==> src/rtl/wep_passphrase_key_generator_unit_assert.svh <==
// Assertion macros for the WEP passphrase key generator.
`ifndef WEP_PASSPHRASE_KEY_GENERATOR_UNIT_ASSERT_SVH
`define WEP_PASSPHRASE_KEY_GENERATOR_UNIT_ASSERT_SVH
`ifndef SYNTH
`define WPK_ASSERT_IMPL(label, clk, rst_n, cond) \
    label: assert property (@(posedge clk) disable iff (!rst_n) (cond)) \
        else $error("assertion failed");
`define WPK_ASSERT_SEQ(label, clk, rst_n, ante, cons) \
    label: assert property (@(posedge clk) disable iff (!rst_n) (ante) |=> (cons)) \
        else $error("assertion failed");
`else
`define WPK_ASSERT_IMPL(label, clk, rst_n, cond)
`define WPK_ASSERT_SEQ(label, clk, rst_n, ante, cons)
`endif
`endif

==> src/rtl/wpk_pkg.sv <==
// Types and constants for the WEP passphrase key generator.
package wpk_pkg;

    localparam logic [31:0] LCG_MUL = 32'h0003_43fd;
    localparam logic [31:0] LCG_ADD = 32'h0026_9ec3;
    localparam int KEY_BYTES = 20;
    localparam int HASH_BYTES = 64;

    typedef enum logic [2:0] {
        ST_COLLECT,
        ST_LCG,
        ST_FILL,
        ST_HASH,
        ST_ADD,
        ST_EMIT
    } t_state;

    localparam logic [31:0] MD5_IV [4] = '{32'h67452301, 32'hefcdab89,
                                         32'h98badcfe, 32'h10325476};

    function automatic logic [31:0] md5_k(input logic [5:0] r);
        logic [31:0] k;
        case (r)
            6'd0: k = 32'hd76aa478; 6'd1: k = 32'he8c7b756; 6'd2: k = 32'h242070db;
            6'd3: k = 32'hc1bdceee; 6'd4: k = 32'hf57c0faf; 6'd5: k = 32'h4787c62a;
            6'd6: k = 32'ha8304613; 6'd7: k = 32'hfd469501; 6'd8: k = 32'h698098d8;
            6'd9: k = 32'h8b44f7af; 6'd10: k = 32'hffff5bb1; 6'd11: k = 32'h895cd7be;
            6'd12: k = 32'h6b901122; 6'd13: k = 32'hfd987193; 6'd14: k = 32'ha679438e;
            6'd15: k = 32'h49b40821; 6'd16: k = 32'hf61e2562; 6'd17: k = 32'hc040b340;
            6'd18: k = 32'h265e5a51; 6'd19: k = 32'he9b6c7aa; 6'd20: k = 32'hd62f105d;
            6'd21: k = 32'h02441453; 6'd22: k = 32'hd8a1e681; 6'd23: k = 32'he7d3fbc8;
            6'd24: k = 32'h21e1cde6; 6'd25: k = 32'hc33707d6; 6'd26: k = 32'hf4d50d87;
            6'd27: k = 32'h455a14ed; 6'd28: k = 32'ha9e3e905; 6'd29: k = 32'hfcefa3f8;
            6'd30: k = 32'h676f02d9; 6'd31: k = 32'h8d2a4c8a; 6'd32: k = 32'hfffa3942;
            6'd33: k = 32'h8771f681; 6'd34: k = 32'h6d9d6122; 6'd35: k = 32'hfde5380c;
            6'd36: k = 32'ha4beea44; 6'd37: k = 32'h4bdecfa9; 6'd38: k = 32'hf6bb4b60;
            6'd39: k = 32'hbebfbc70; 6'd40: k = 32'h289b7ec6; 6'd41: k = 32'heaa127fa;
            6'd42: k = 32'hd4ef3085; 6'd43: k = 32'h04881d05; 6'd44: k = 32'hd9d4d039;
            6'd45: k = 32'he6db99e5; 6'd46: k = 32'h1fa27cf8; 6'd47: k = 32'hc4ac5665;
            6'd48: k = 32'hf4292244; 6'd49: k = 32'h432aff97; 6'd50: k = 32'hab9423a7;
            6'd51: k = 32'hfc93a039; 6'd52: k = 32'h655b59c3; 6'd53: k = 32'h8f0ccc92;
            6'd54: k = 32'hffeff47d; 6'd55: k = 32'h85845dd1; 6'd56: k = 32'h6fa87e4f;
            6'd57: k = 32'hfe2ce6e0; 6'd58: k = 32'ha3014314; 6'd59: k = 32'h4e0811a1;
            6'd60: k = 32'hf7537e82; 6'd61: k = 32'hbd3af235; 6'd62: k = 32'h2ad7d2bb;
            default: k = 32'heb86d391;
        endcase
        return k;
    endfunction

    function automatic logic [4:0] md5_rot(input logic [5:0] r);
        logic [4:0] s;
        case ({r[5:4], r[1:0]})
            4'd0: s = 5'd7;   4'd1: s = 5'd12; 4'd2: s = 5'd17; 4'd3: s = 5'd22;
            4'd4: s = 5'd5;   4'd5: s = 5'd9;  4'd6: s = 5'd14; 4'd7: s = 5'd20;
            4'd8: s = 5'd4;   4'd9: s = 5'd11; 4'd10: s = 5'd16; 4'd11: s = 5'd23;
            4'd12: s = 5'd6;  4'd13: s = 5'd10; 4'd14: s = 5'd15; default: s = 5'd21;
        endcase
        return s;
    endfunction

    function automatic logic [3:0] md5_g(input logic [5:0] r);
        logic [3:0] g;
        case (r[5:4])
            2'd0: g = r[3:0];
            2'd1: g = 4'(5 * r[3:0] + 1);
            2'd2: g = 4'(3 * r[3:0] + 5);
            default: g = 4'(7 * r[3:0]);
        endcase
        return g;
    endfunction

endpackage

==> src/rtl/wep_passphrase_key_generator_unit.sv <==
// Top level of the WEP passphrase key generator.
// Characters are taken one per cycle while busy is low. On an item with
// i_end_of_phrase set, busy rises and the 20 key bytes follow on o_key_valid;
// they cannot be held off. 40-bit mode: 20 LCG steps, a key byte from each.
// Strong mode: the phrase store (one synchronous RAM, one read a cycle) is
// swept into the message RAM, then two MD5 blocks (one read lead-in, then
// one round a cycle) run: the first reads one message word a cycle from it,
// the second uses padding words decoded from the round index. Each block is
// followed by a chaining add, then the key bytes are emitted.
// The LCG multiply is split into two 16-bit halves in successive cycles.
module wep_passphrase_key_generator_unit #(
    parameter int STRONG_KEY_BYTES = 13
) (
    input  logic       i_clk,
    input  logic       i_rst_n,
    input  logic       i_cfg_we,
    input  logic       i_cfg_data,
    input  logic       start,
    output logic       busy,
    input  logic [7:0] i_key_char,
    input  logic       i_end_of_phrase,
    output logic       o_key_valid,
    output logic [7:0] o_key_byte,
    output logic [4:0] o_byte_index,
    output logic       o_last_byte
);

    `include "wep_passphrase_key_generator_unit_assert.svh"

    wpk_pkg::t_state r_state, n_state;

    logic        r_strong;
    logic [31:0] r_seed;
    logic [6:0]  r_count;
    logic [1:0]  r_lane;

    logic [7:0]  phrase_mem [64];
    logic [7:0]  r_phrase_q;
    logic [31:0] msg_mem [16];
    logic [31:0] r_msg_q;

    logic [6:0]  r_step;      // general step counter
    logic [5:0]  r_src;       // replay pointer into phrase store
    logic        r_fill_v;    // r_phrase_q holds byte for r_step-1
    logic [31:0] r_word;
    logic        r_blk;       // second MD5 block
    logic        r_half;      // LCG multiply phase
    logic [31:0] r_lo;
    logic [31:0] r_s;
    logic [31:0] r_a, r_b, r_c, r_d;
    logic [31:0] r_h [4];
    logic [4:0]  r_out_idx;

    logic take, add_ch;
    assign busy   = (r_state != wpk_pkg::ST_COLLECT);
    assign take   = start && !busy;
    assign add_ch = take && (i_key_char != 8'd0);

    always_ff @(posedge i_clk) begin
        if (!i_rst_n) r_strong <= 1'b0;
        else if (i_cfg_we) r_strong <= i_cfg_data;
    end

    always_ff @(posedge i_clk) begin
        if (add_ch && !r_count[6]) phrase_mem[r_count[5:0]] <= i_key_char;
        r_phrase_q <= phrase_mem[r_src];
    end

    // message RAM: block 1 words from fill sweep, block 2 decoded as padding
    logic        msg_we;
    logic [3:0]  msg_wa;
    logic [31:0] msg_wd;
    logic [5:0]  rnd;
    logic [5:0]  rr;
    logic [31:0] msg_word;
    assign rnd = r_step[5:0];
    always_ff @(posedge i_clk) begin
        if (msg_we) msg_mem[msg_wa] <= msg_wd;
        r_msg_q <= msg_mem[wpk_pkg::md5_g(rnd)];
    end
    always_comb begin
        if (!r_blk) msg_word = r_msg_q;
        else if (wpk_pkg::md5_g(rr) == 4'd0) msg_word = 32'h80;
        else if (wpk_pkg::md5_g(rr) == 4'd14) msg_word = 32'(wpk_pkg::HASH_BYTES * 8);
        else msg_word = 32'd0;
    end

    // fill: r_step 0..64 issues reads, byte arrives in the next cycle
    logic [7:0] fill_byte;
    logic [5:0] fill_pos;
    assign fill_byte = (r_count == 7'd0) ? 8'd0 : r_phrase_q;
    assign fill_pos  = 6'(r_step - 7'd1);
    assign msg_we    = (r_state == wpk_pkg::ST_FILL) && r_fill_v && (fill_pos[1:0] == 2'd3);
    assign msg_wa    = fill_pos[5:2];
    assign msg_wd    = {fill_byte, r_word[31:8]};

    // MD5 round; message arrives in the cycle after its address, so round rr
    // trails r_step by one and r_step 0 is the read lead-in
    logic [31:0] f, t, rot, k;
    assign rr = 6'(r_step - 7'd1);
    always_comb begin
        case (rr[5:4])
            2'd0: f = (r_b & r_c) | (~r_b & r_d);
            2'd1: f = (r_d & r_b) | (~r_d & r_c);
            2'd2: f = r_b ^ r_c ^ r_d;
            default: f = r_c ^ (r_b | ~r_d);
        endcase
        k   = wpk_pkg::md5_k(rr);
        t   = r_a + f + k + msg_word;
        rot = (t << wpk_pkg::md5_rot(rr)) | (t >> (6'd32 - {1'b0, wpk_pkg::md5_rot(rr)}));
    end

    always_comb begin
        n_state = r_state;
        case (r_state)
            wpk_pkg::ST_COLLECT:
                if (take && i_end_of_phrase)
                    n_state = r_strong ? wpk_pkg::ST_FILL : wpk_pkg::ST_LCG;
            wpk_pkg::ST_LCG:
                if (r_out_idx == 5'(wpk_pkg::KEY_BYTES - 1) && r_half)
                    n_state = wpk_pkg::ST_COLLECT;
            wpk_pkg::ST_FILL:
                if (r_step == 7'd64) n_state = wpk_pkg::ST_HASH;
            wpk_pkg::ST_HASH:
                if (r_step == 7'd64) n_state = wpk_pkg::ST_ADD;
            wpk_pkg::ST_ADD:
                n_state = r_blk ? wpk_pkg::ST_EMIT : wpk_pkg::ST_HASH;
            wpk_pkg::ST_EMIT:
                if (r_out_idx == 5'(wpk_pkg::KEY_BYTES - 1)) n_state = wpk_pkg::ST_COLLECT;
            default: n_state = wpk_pkg::ST_COLLECT;
        endcase
    end

    logic [31:0] lcg_next;
    assign lcg_next = r_lo + {r_s[31:16] * wpk_pkg::LCG_MUL[15:0], 16'd0};

    always_ff @(posedge i_clk) begin
        if (!i_rst_n) begin
            r_state <= wpk_pkg::ST_COLLECT;
            r_seed <= '0; r_count <= '0; r_lane <= '0;
            r_step <= '0; r_src <= '0; r_fill_v <= 1'b0; r_blk <= 1'b0;
            r_half <= 1'b0; r_out_idx <= '0;
        end else begin
            r_state <= n_state;
            case (r_state)
                wpk_pkg::ST_COLLECT: begin
                    r_step <= '0; r_src <= '0; r_fill_v <= 1'b0; r_blk <= 1'b0;
                    r_half <= 1'b0; r_out_idx <= '0;
                    if (add_ch) begin
                        r_seed <= r_seed ^ (32'(i_key_char) << {r_lane, 3'b000});
                        r_lane <= r_lane + 2'd1;
                        if (!r_count[6]) r_count <= r_count + 7'd1;
                    end
                    if (take && i_end_of_phrase) begin
                        r_s <= add_ch ? r_seed ^ (32'(i_key_char) << {r_lane, 3'b000})
                                      : r_seed;
                        r_h <= wpk_pkg::MD5_IV;
                        r_a <= wpk_pkg::MD5_IV[0]; r_b <= wpk_pkg::MD5_IV[1];
                        r_c <= wpk_pkg::MD5_IV[2]; r_d <= wpk_pkg::MD5_IV[3];
                    end
                end
                wpk_pkg::ST_LCG: begin
                    r_half <= !r_half;
                    if (!r_half) begin
                        r_lo <= r_s[15:0] * wpk_pkg::LCG_MUL + wpk_pkg::LCG_ADD;
                    end else begin
                        r_s <= lcg_next;
                        r_out_idx <= r_out_idx + 5'd1;
                    end
                end
                wpk_pkg::ST_FILL: begin
                    r_step <= (r_step == 7'd64) ? 7'd0 : r_step + 7'd1;
                    r_fill_v <= 1'b1;
                    r_src <= (7'(r_src) + 7'd1 >= r_count) ? 6'd0 : r_src + 6'd1;
                    if (r_fill_v) r_word <= {fill_byte, r_word[31:8]};
                end
                wpk_pkg::ST_HASH: begin
                    r_step <= (r_step == 7'd64) ? 7'd0 : r_step + 7'd1;
                    if (r_step != 7'd0) begin
                        r_a <= r_d; r_d <= r_c; r_c <= r_b; r_b <= r_b + rot;
                    end
                end
                wpk_pkg::ST_ADD: begin
                    r_h[0] <= r_h[0] + r_a; r_h[1] <= r_h[1] + r_b;
                    r_h[2] <= r_h[2] + r_c; r_h[3] <= r_h[3] + r_d;
                    r_a <= r_h[0] + r_a; r_b <= r_h[1] + r_b;
                    r_c <= r_h[2] + r_c; r_d <= r_h[3] + r_d;
                    r_blk <= 1'b1;
                end
                wpk_pkg::ST_EMIT: r_out_idx <= r_out_idx + 5'd1;
                default: ;
            endcase
            if (n_state == wpk_pkg::ST_COLLECT && busy) begin
                r_seed <= '0; r_count <= '0; r_lane <= '0;
            end
        end
    end

    logic [31:0] h_sel;
    logic [1:0]  hw;
    assign hw = r_out_idx[3:2];
    always_comb begin
        case (hw)
            2'd0: h_sel = r_h[0];
            2'd1: h_sel = r_h[1];
            2'd2: h_sel = r_h[2];
            default: h_sel = r_h[3];
        endcase
        o_key_valid  = ((r_state == wpk_pkg::ST_LCG) && r_half) ||
                       (r_state == wpk_pkg::ST_EMIT);
        o_byte_index = r_out_idx;
        o_last_byte  = (r_out_idx == 5'(wpk_pkg::KEY_BYTES - 1));
        if (r_state == wpk_pkg::ST_LCG) o_key_byte = lcg_next[23:16];
        else if (32'(r_out_idx) < 32'(STRONG_KEY_BYTES) && !r_out_idx[4])
            o_key_byte = h_sel[{r_out_idx[1:0], 3'b000} +: 8];
        else o_key_byte = 8'd0;
    end

    `WPK_ASSERT_IMPL(a_cnt_max, i_clk, i_rst_n, r_count <= 7'd64)
    `WPK_ASSERT_IMPL(a_valid_busy, i_clk, i_rst_n, !o_key_valid || busy)
    `WPK_ASSERT_SEQ(a_last_idle, i_clk, i_rst_n, o_key_valid && o_last_byte, !busy)
    `WPK_ASSERT_SEQ(a_end_busy, i_clk, i_rst_n, take && i_end_of_phrase, busy)

endmodule

==> config.mk <==
export PLATFORM = sky130hd
export DESIGN_NAME = wep_passphrase_key_generator_unit
export DESIGN_NICKNAME = d
export VERILOG_FILES = /design/src/rtl/wpk_pkg.sv /design/src/rtl/wep_passphrase_key_generator_unit.sv
export VERILOG_INCLUDE_DIRS = /design/src /design/src/rtl
export SDC_FILE = /design/constraint.sdc
export NUM_CORES = 2
export LEC_CHECK = 0
export BUFFER_PORTS_ARGS = -buffer_cell sky130_fd_sc_hd__buf_2
export CAP_MARGIN = 5
export CELL_PAD_IN_SITES_DETAIL_PLACEMENT = 1
export CELL_PAD_IN_SITES_GLOBAL_PLACEMENT = 2
export CORE_MARGIN = 2
export CORE_UTILIZATION = 42
export CTS_CLUSTER_SIZE = 12
export DETAILED_ROUTE_END_ITERATION = 10
export HOLD_SLACK_MARGIN = 0.05
export PLACE_DENSITY_LB_ADDON = 0.1
export SLEW_MARGIN = 20
export SYNTH_ARGS = -nofsm -noshare
export SYNTH_HDL_FRONTEND = slang
export SYNTH_SLANG_ARGS = --single-unit
==> constraint.sdc <==
create_clock -name i_clk -period 12.4 [get_ports i_clk]
set_input_delay 1.24 -clock i_clk [delete_from_list [all_inputs] [get_ports i_clk]]
set_output_delay 1.24 -clock i_clk [all_outputs]
set_load 0.005 [all_outputs]
# After elaboration in Yosys (flattened, before gate mapping)
# Memories as Yosys holds them, arrays and structs flattened. A register that Yosys moved wholly into a read port is not among the register bits.
# Cells that the tools add are included.
# W data, S select, Z words.
dict set report totals {
  register_bits 418
  ram_bits 1024
  romBits 2208
  inputBits 14
  elab_cells 193
  n_memories 5
}
dict set report classes {
  addsub 22
  n_mul 8
  magnitude_cmp 2
  eq_ne 18
  n_shift 4
  muxes 53
  bitwise_logic 17
  reduce_logical 41
}
# name depth width read_ports rd_ports_with_merged_regs wr line_no
set memory_table {}
lappend memory_table {{(name not given)} 64 32 1 0 0 wpk_pkg.sv:23} ;# case (r)
lappend memory_table {msg_mem 16 32 1 1 1 wep_passphrase_key_generator_unit.sv:39} ;# logic [31:0] msg_mem [16];
lappend memory_table {phrase_mem 64 8 1 1 1 wep_passphrase_key_generator_unit.sv:37} ;# logic [7:0] phrase_mem [64];
lappend memory_table {{(name not given)} 16 5 1 0 0 wpk_pkg.sv:52} ;# case ({r[5:4], r[1:0]})
lappend memory_table {{(name not given)} 16 5 1 0 0 wpk_pkg.sv:52}
# operator count
set ops {}
lappend ops {{$pmux W32 S3} 6}
lappend ops {{$mux W32} 12}
lappend ops {{$add A32 B32 Y32} 9}
lappend ops {{$pmux W128 S2} 1}
lappend ops {{$and A32 B32 Y32} 4}
lappend ops {{$mux W128} 1}
lappend ops {{$or A32 B32 Y32} 4}
lappend ops {{$xor A32 B32 Y32} 4}
lappend ops {{$not A32 Y32} 2}
lappend ops {{$pmux W32 S2} 1}
lappend ops {{$add A32 B22 Y32 const B} 1}
lappend ops {{$mul A16 B18 Y32 const B} 1}
lappend ops {{$shiftx A32 B6 Y8} 1}
lappend ops {{$shl A32 B5 Y32} 1}
lappend ops {{$shl A8 B5 Y32} 1}
lappend ops {{$shr A32 B6 Y32} 1}
lappend ops {{$mux W8} 3}
lappend ops {{$pmux W4 S3} 2}
lappend ops {{$mux W10} 2}
lappend ops {{$mux W3} 6}
lappend ops {{$pmux W3 S6} 1}
lappend ops {{$mul A16 B15 Y16 const B} 1}
lappend ops {{$mul A3 B4 Y4 const A} 4}
lappend ops {{$pmux W5 S3} 1}
lappend ops {{other kinds (46)} 95}

# Longest topological paths before layout
dict set report logic_depth {
  ltp_word 18
  mapped_depth 52
}

# Worst setup path after synthesis
# OpenSTA, ideal clock, no wires.
dict set report synth_timing {
  kind {register to register}
  startpoint {reg r_step[0]}
  endpoint {reg r_b[31], data pin}
  setup_ns 0.163
  arrival_ns 11.729
  required_ns 12.237
  setup_slack_ns 0.508
  path_stages_with_launch 49
  path_buffers 5
  path_cell_list {dfxtp_1 > buf_2 > inv_1 > buf_1 > ha_1 > clkbuf_1 > inv_1 > ha_1 > inv_1 > clkbuf_1 > clkbuf_1 > ha_1 > xor2_1 > xnor2_1 > a21oi_1 > o22ai_1 > a31oi_1 > nand4_1 > [13 not listed] > mux4_2 > mux2_2 > mux2_4 > a221o_1 > ha_1 > a211oi_1 > o21ai_1 > o211ai_1 > nand4bb_1 > a311o_1 > or3_1 > a221o_1 > and2_1 > o31ai_1 > nand2b_1 > a21oi_1 > xnor3_1 > o221ai_1}
}
dict set report synth_via {
  elab_chain_len 16
}
# element line_no
set synth_rtl {}
lappend synth_rtl {{start: declaration} wep_passphrase_key_generator_unit.sv:42} ;# logic [6:0] r_step;
lappend synth_rtl {{start signal: assignment} wep_passphrase_key_generator_unit.sv:172} ;# r_step <= (r_step == 7'd64) ? 7'd0 : r_step + 7'd1;
lappend synth_rtl {{start signal: assignment} wep_passphrase_key_generator_unit.sv:178} ;# r_step <= (r_step == 7'd64) ? 7'd0 : r_step + 7'd1;
lappend synth_rtl {{$sub A6 B1 Y6 *} wep_passphrase_key_generator_unit.sv:100} ;# assign rr = 6'(r_step - 7'd1);
lappend synth_rtl {{$mul A2 B4 Y4 / $mul A3 B4 Y4 (equally long branches)} {wpk_pkg.sv:66, wpk_pkg.sv:65}}
lappend synth_rtl {{$add A4 B3 Y4 / $add A4 B1 Y4 (equally long branches)} {wpk_pkg.sv:66, wpk_pkg.sv:65}}
lappend synth_rtl {{$pmux W4 S3} wpk_pkg.sv:63} ;# case (r[5:4])
lappend synth_rtl {{$mux W4} wep_passphrase_key_generator_unit.sv:83} ;# else if (wpk_pkg::md5_g(rr) == 4'd0) msg_word = 32'h80;
lappend synth_rtl {{$mux W4} wep_passphrase_key_generator_unit.sv:82} ;# if (!r_blk) msg_word = r_msg_q;
lappend synth_rtl {{$eq A4 B4 Y1} wep_passphrase_key_generator_unit.sv:84} ;# else if (wpk_pkg::md5_g(rr) == 4'd14) msg_word = 32'(wpk_pkg::HASH_BYTES * 8);
lappend synth_rtl {{$mux W10} wep_passphrase_key_generator_unit.sv:84}
lappend synth_rtl {{$mux W10} wep_passphrase_key_generator_unit.sv:83}
lappend synth_rtl {{$mux W32} wep_passphrase_key_generator_unit.sv:82}
lappend synth_rtl {{$add A32 B32 Y32} wep_passphrase_key_generator_unit.sv:109} ;# t = r_a + f + k + msg_word;
lappend synth_rtl {{$shr A32 B6 Y32 / $shl A32 B5 Y32 (equally long branches)} wep_passphrase_key_generator_unit.sv:110} ;# rot = (t << wpk_pkg::md5_rot(rr)) | (t >> (6'd32 - {1'b0, wpk_pkg::md5_rot(rr)}));
lappend synth_rtl {{$or A32 B32 Y32 *} wep_passphrase_key_generator_unit.sv:110}
lappend synth_rtl {{$add A32 B32 Y32 *} wep_passphrase_key_generator_unit.sv:180} ;# r_a <= r_d; r_d <= r_c; r_c <= r_b; r_b <= r_b + rot;
lappend synth_rtl {{$mux W32 *} wep_passphrase_key_generator_unit.sv:179} ;# if (r_step != 7'd0) begin
lappend synth_rtl {{$pmux W32 S3 *} wep_passphrase_key_generator_unit.sv:145} ;# case (r_state)
lappend synth_rtl {{end signal: assignment} wep_passphrase_key_generator_unit.sv:158} ;# r_a <= wpk_pkg::MD5_IV[0]; r_b <= wpk_pkg::MD5_IV[1];
lappend synth_rtl {{end signal: assignment} wep_passphrase_key_generator_unit.sv:180}
lappend synth_rtl {{end signal: assignment} wep_passphrase_key_generator_unit.sv:186} ;# r_a <= r_h[0] + r_a; r_b <= r_h[1] + r_b;
lappend synth_rtl {{end: declaration} wep_passphrase_key_generator_unit.sv:50} ;# logic [31:0] r_a, r_b, r_c, r_d;
# Mark *: on every way between the ends. The rest lies on a longest branch, timed or not. The select of a mux whose other input is x is not followed.
# A chain may end at the register's enable or synchronous reset.

# Worst setup path in the final report
dict set report layout_timing {
  startpoint {reg r_step[1]}
  endpoint {reg r_b[31], data pin}
}
# The elaborated chain is that of the path after synthesis.

==> metrics.cfg <==
[run_status]
status = finished, final reports clean

[drt]
drtPass1Iterations = 5
drc = 0
wirelength_um = 257000
vias = 52700
drt_iter0_markers = 4403
ant_nets = 0
viasPerCell = 5.93
wire_per_inst_um = 28.9

[setup_path]
cp_max_fo = 50
ff2ff_setup_slack_ns = 0.73
crit_path_start_kind = register
endpoint_kind = register
ff2ff_path_depth = 42
cp_slowest_stage_delay_ns = 0.55
critical_path_required_ns = 13.00
path_buf_inv = 4
path_delay_family = compound AO/OA/AOI/OAI gates
r2r-start = r_step[1]
crit_type = reg2reg
worstReg2RegEnd = r_b[31]
worstPathArrival_ns = 12.28
crit_path_start = r_step[1]
slowest_stage = buf_4

[timing]
drv_slew = 0
fin_skew_ns = 0.0672
layout_setup_ws_ns = 0.727
setup_viol = 0
rsz0062_at_grt = no
timing.final.crit_share_pct = 94.1
fin_tns_setup_ns = 0
worstMarginPinSlew_ns = 1.17
period_needed_ns = 11.67
hold_viol_final = 0
slew_headroom_pct = 21.8
fmax_mhz = 85.7

[yosys]
ys.flop_type = edfxtp_1
synth-edff-count = 1352
async_reset_ff_share_pct = 0
synth_fp_nets = 6813
ys.warnings.count = 0
postSynthCellCount = 6246
avgSynthCellArea_um2 = 12.8
yosysSeqAreaShare_pct = 53.2
synth.distinct_cells = 102
syn_area_um2 = 80000
ys_ff_latch = 1450

[die]
die_h_um = 440
start_util_pct = 42.2
row_count = 160
die_x_um = 440
io_pins = 30
core_area_um2 = 190000
dieArea_um2 = 194000

[finish]
mostFrequentLayoutCells = 1352 x edfxtp_1, 463 x nand2_1, 454 x nor2_1, 441 x a21oi_1, 372 x ha_1
syn_to_final_growth_pct = 10.7
stdcell_area_um2 = 88600
drive_gt1_share_pct = 12.3
nNetsFinal = 6825
final_common_cell = edfxtp_1
utilization_pct = 46.7

[clock_network]
clock-root-buffer = clkbuf_16
holdBufCountCts = 0
htree_levels = 4
insertion_delay_ns = 0.83
ctsLongestPathBuffers = 3
cts.reportedPaths.clkPinSlew_ns = 0.06
numClockSinks = 1450
cts_inserted_buffers = 162
tritoncts = built

[hold_path]
hold_path_depth = 2
worstHoldEndpoint = r_seed[0]
min_from = r_seed[0]
hold_class = reg2reg

[global_routing]
grt_max_degree = 129
grt-ovfl-total = 0
grt.total_usage_pct = 26.6
grt_pass1_vias = 54800
antenna_found_initial = 2
grt_pass1_wl_um = 379000

[place]
port_buffers = 29
placed_area_um2 = 83400
dp_hpwl_um = 179000
gp_congestion = 0.952
dpl_worst_slack_ns = 0.523

[power]
p_leak_nw = 30.8
ir_worst_vdd_mv = 0.282
p_total_w = 0.0205
pwr_density_cell_nw_per_um2 = 232

[job]
cap_violations = 0

## stage by stage
stage               std cells  hold WS (ns)
floorplan                6246         0.440
global placement         8603         0.500
detailed placement       8603         0.515
CTS                      8888         0.531
global route             8890         0.558
finish                   8895         0.528
## routing by layer
| layer | GRT usage [%] | routed length [µm] | vias to the layer above |
|---|---|---|---|
| met5 | 0 | 0 | - |
| met2 | 42.9 | 122000 | 1369 |
| met1 | 37.7 | 115000 | 27400 |
| li1 | - | - | 23600 |
| met3 | 3.15 | 11900 | 328 |
| met4 | 8.17 | 8510 | 0 |
## kinds of logic (layout without fill, tap and decap cells)
family,Yosys count,in the layout,synth area share [%]
DFF,1450,1450,53.2
other,0,5,0
adders and majority gates,553,553,10.3
buffers and inverters,625,758,2.99
muxes,437,437,10.3
AOI/OAI and AO/OA,1427,1427,11.5
xor gates and xnor gates,338,338,3.80
and+or+nand+nor,1416,1416,7.93
## layout make-up
type | instances | area, µm²
Antenna cell | 5 | 12.5
Clock buffer | 217 | 4370
Clock inverter | 68 | 741
Fill cell | 19200 | 101000
Inverter | 319 | 1200
Multi-Input combinational cell | 4171 | 35400
Sequential cell | 1450 | 42600
Tap cell | 2511 | 3140
Timing Repair Buffer | 154 | 1150
## how the worst max path moves through the flow
| stage | end | cells after the start |
|---|---|---|
| after floorplan | r_b[31] | 48 |
| after global placement | r_b[28] | 47 |
| after detailed placement | r_b[28] | 45 |
| after CTS | r_b[28] | 45 |
| after global routing | r_b[31] | 42 |
| final | r_b[31] | 42 |
## worst min-delay path, cell delays in order (launching register included)
cell and delay [ns]:
dfxtp_1 0.32, xor2_1 0.08, nor2_1 0.09
## where the power goes
part	switching (W)	internal (W)	total, W
registers	0.000108	0.00573	0.00584
clock network	0.00205	0.00261	0.00466
logic	0.00616	0.00388	0.0100
total	0.00832	0.0122	0.0205
## synth_stat cells (all sizes together) (8+ instances only)
cell type	n	area, µm²
edfxtp	1352	40600
a21oi	445	2240
o31ai	15	126
a31oi	90	563
or3	19	124
ha	373	4670
nor2b	84	526
a22oi	13	97.6
o21a	52	390
o32ai	8	70.1
o211ai	50	375
nor3b	14	105
mux4	306	6890
o311a	8	80.1
a311oi	21	201
nand3	97	485
nor2	474	1780
a21o	143	1070
a22o	15	131
a21boi	13	97.6
inv	315	1180
mux2i	115	1150
o311ai	13	114
clkbuf	195	732
buf	111	460
fa	180	3600
and3	30	188
mux2	16	184
xor2	104	918
o21bai	40	300
a221oi	8	87.6
and2	45	282
o22ai	40	256
or2	8	50.1
a211o	20	175
dfxtp	98	1960
nand4	18	113
o221ai	17	155
xnor2	232	2080
nand2	468	1760
a2111oi	9	85.1
o21ai	258	1300
nor3	89	445
a211oi	88	671
nand2b	43	269
## registers in the layout (all words and copies together), names as in the netlist, 32 cells and up
name        count
r_c            32
phrase_mem    512
r_a            32
r_msg_q        32
r_b            32
r_h           128
msg_mem       512
r_d            32
## repair_timing
action,CTS,global route
buffers inserted,0,2
endpoints found under the setup margin,0,7
resized for setup,0,7
Power figures use the tool's default switching activity.
